### src/rtl/wrfe_ram.sv
// ----------------------------------------------------------------------------
// Water ripple field engine RAM
// Simple dual-port RAM, one write and one registered read per cycle.
// ----------------------------------------------------------------------------
module wrfe_ram #(
  parameter int  Width = 16,
  parameter int  Depth = 256,
  localparam int AddrW = $clog2(Depth)
) (
  input  logic             clk_i,
  input  logic             we_i,
  input  logic [AddrW-1:0] waddr_i,
  input  logic [Width-1:0] wdata_i,
  input  logic             re_i,
  input  logic [AddrW-1:0] raddr_i,
  output logic [Width-1:0] rdata_o
);

  logic [Width-1:0] mem_q [Depth];
  logic [Width-1:0] rdata_q;

  always_ff @(posedge clk_i) begin
    if (we_i) begin
      mem_q[waddr_i] <= wdata_i;
    end
    if (re_i) begin
      rdata_q <= mem_q[raddr_i];
    end
  end

  assign rdata_o = rdata_q;

endmodule

### config.mk
export PLATFORM = sky130hd
export DESIGN_NAME = wrfe_ram
export DESIGN_NICKNAME = d
export VERILOG_FILES = /design/src/rtl/wrfe_ram.sv
export SDC_FILE = /design/constraint.sdc
export NUM_CORES = 2
export LEC_CHECK = 0
export BUFFER_PORTS_ARGS = -buffer_cell sky130_fd_sc_hd__buf_2
export CORE_MARGIN = 2
export CORE_UTILIZATION = 50
export DETAILED_ROUTE_END_ITERATION = 10
export PLACE_DENSITY = 0.7
export SKIP_LAST_GASP = 1
export SYNTH_ARGS = -nofsm -noshare
export SYNTH_HDL_FRONTEND = slang
export SYNTH_SLANG_ARGS = --single-unit
### constraint.sdc
create_clock -name clk_i -period 5.5 [get_ports clk_i]
set_input_delay 0.275 -clock clk_i [delete_from_list [all_inputs] [get_ports clk_i]]
set_output_delay 0.275 -clock clk_i [all_outputs]
set_load 0.01 [all_outputs]
==> flow_summary.toml <==
[global_route]
overflow = 0
track_usage_pct = 25.2
grt_pass1_vias = 78700
grt_pass1_wl_mm = 581
grt_max_degree = 184
grt_antenna_before_repair = 35

[route]
firstDrtPassIters = 6
drc_errors = 0
routed-via-count = 79900
drt_wl_total_mm = 410
antenna_left = 0
vias_per_cell = 6.50
wl_per_cell_um = 33.4
drtIter0Drc = 12300

[cts]
clk_pin_slew_ns = 0.06
htree_num_levels = 5
post-cts-setup-buffers = 0
insertion_delay_ns = 0.94
hold_buffers = 16
ctsResizeCount = 0
numCtsBuffers = 397
cts_tree = "yes"
clock-sinks = 4112
root_buffer = "clkbuf_16"
cts-root-to-sink-buffers = 4

[synth]
synth_compound_area_share_pct = 3.53
ys_seq_elements = 4112
synth.distinct_cells = 51
syn_inst = 7360
ys_warn_count = 0
seq_area_frac_synth_pct = 77.7
synthArstFlopShare_pct = 0
synth_xor_area_share_pct = 0
syn_nets = 7395
synth-simple-area-share_pct = 1.57
synth_edf_count = 4112
synth_top_family_by_area = "multiplexers"
post_synth_mux_area_share_pct = 15.5
syn_area_mm2 = 0.159
synth_fa_ha_area_share_pct = 0
synth_area_per_cell_um2 = 21.6
ys.flop_type = "edfxtp_1"

[floorplanning]
dieArea_mm2 = 0.322
rows = 206
ios = 51
fp.dieH_um = 568
start_util_pct = 50.4
die_x_um = 568
coreArea_mm2 = 0.315

[setup_path]
cp_slowest_stage_delay_ns = 1.28
critPathArrivalTime_ns = 4.33
required_ns = 6.11
worstSetupPathType = "primary input to register"
end_kind = "register"
critPathMaxFanout = 59
slowest_stage = "nor4_1"
crit_chain = "buf_8 -> or2_4 -> buf_12 -> o221ai_1 -> a21oi_1 -> nor3_1 -> nor4_1 -> nor4_1"
cp_top_family = "simple AND/OR/NAND/NOR gates"
crit_path_start_kind = "primary input"
path_common_cell = "nor4_1"
crit_buf_inv = 2

[cells_and_area]
layout.cells.non_filler = 12300
drive_gt1_share_pct = 24.2
mostFrequentLayoutCell = "edfxtp_1"
fin_nets = 7851
final_util_pct = 56.6
n_fill_cell = 22700
syn2layout_area_growth_pct = 12.5
layout_common_cells = "edfxtp_1, mux4_2, mux2i_1"

[timing]
layout_setup_ws_ns = 1.79
hold_viol = 0
min_period_ns = 3.71
tightestPinTransition_ns = 1.57
min_period_over_period_pct = 67.5
fmax_mhz = 269
tns_ns = 0
relSlewSlack_pct = -6.03
slew_violations = 4
fin_skew_ns = 0.0662
finalSetupViolations = 0
rsz0062_at_grt = "false"

[outcome]
failed_checks = "capacitance limit, slew limit"
status = "complete, but fails checks"

[placement]
hpwl_mm = 239
gp_congestion = 0.886
placedCellCount = 11600
port_buffers = 50
place_ws_ns = 1.05

[min_path]
hp-class = "primary input to register"

[pwr]
peakVddDrop_mv = 0.300
leakage_nw = 56.5
power_density_mw_per_mm2 = 360

[job]
max_cap_violations = 2
## synth_stat cells (all sizes together), types with 3 or more instances
cell type	number	share of area, %
a21oi	175	0.55
o22ai	148	0.58
a31oi	6	0.024
a221oi	28	0.15
and3	11	0.043
o21ai	38	0.12
nor2	304	0.72
nand2b	3	0.012
nand2	38	0.090
a22o	32	0.18
mux4	797	11
nor4	18	0.075
clkbuf	230	0.54
mux2i	565	3.6
a2111oi	6	0.033
nor2b	9	0.035
nand4	26	0.10
nand4b	3	0.017
a22oi	43	0.20
inv	4	0.0094
a211oi	18	0.085
or2	5	0.020
buf	222	1.1
o221ai	253	1.4
edfxtp	4112	78
mux2	88	0.62
nand3	35	0.11
nor3	92	0.29
o32ai	21	0.12
o31ai	16	0.076
## power breakdown
group          switching [mW]  internal (mW)
clock                    11.6           15.1
combinational            2.09           1.08
sequential             0.0382           34.6
## per-stage QoR
| stage | cell area, µm² | power, mW | hold slack [ns] |
|---|---|---|---|
| finish | 179000 | 64.4 | 0.0445 |
| global route | 179000 | 65.9 | 0.0372 |
| CTS | 179000 | 64.6 | 0.0314 |
| detailed placement | 166000 | 38.4 | 0.745 |
| global placement | 166000 | 38.3 | 0.734 |
| floorplan | 159000 | 37.0 | 0.374 |
## state kept, by name, indices dropped and copies added (netlist names)
name     count
rdata_o     16
mem_q     4096
## path summary, 6_finish.rpt
| path | from | endpoint | slack [ns] | cells after the start |
|---|---|---|---|---|
| setup reg to reg | mem_q[51][5] | rdata_o[5] | 2.00 | 6 |
| setup / recovery | raddr_i[1] | rdata_o[12] | 1.79 | 8 |
| hold / removal | wdata_i[9] | mem_q[63][9] | 0.04 | 1 |
| hold reg to reg | mem_q[218][8] | rdata_o[8] | 1.25 | 6 |
## kinds of logic (layout without fill, tap and decap cells)
logic type,count (synthesis),count (layout)
AO/OA/AOI/OAI,786,786
multiplexers,1450,1450
flip-flops,4112,4112
other,0,19
AND/OR/NAND/NOR,556,556
buffers and inverters,456,1212
## layout make-up
class | instances | area, µm² | share of cell area [%]
antenna | 19 | 47.5 | 0.0266
clock buffer | 468 | 10200 | 5.73
inverter | 4 | 27.5 | 0.0154
sequential | 4112 | 123000 | 69.1
tap | 4160 | 5200 | 2.91
multi-input combinational | 2792 | 32800 | 18.4
timing repair buffer | 509 | 4460 | 2.50
clock inverter | 231 | 2360 | 1.32
## metal layers
metal,GRT usage (%),share of wire [%],up-vias
met5,0.268,0.056,-
met1,34.6,37,42100
met3,5.27,11,780
met2,39.9,48,4886
li1,-,-,32200
met4,9.66,4.1,20
Note: power is estimated with default switching activity, not from simulation.
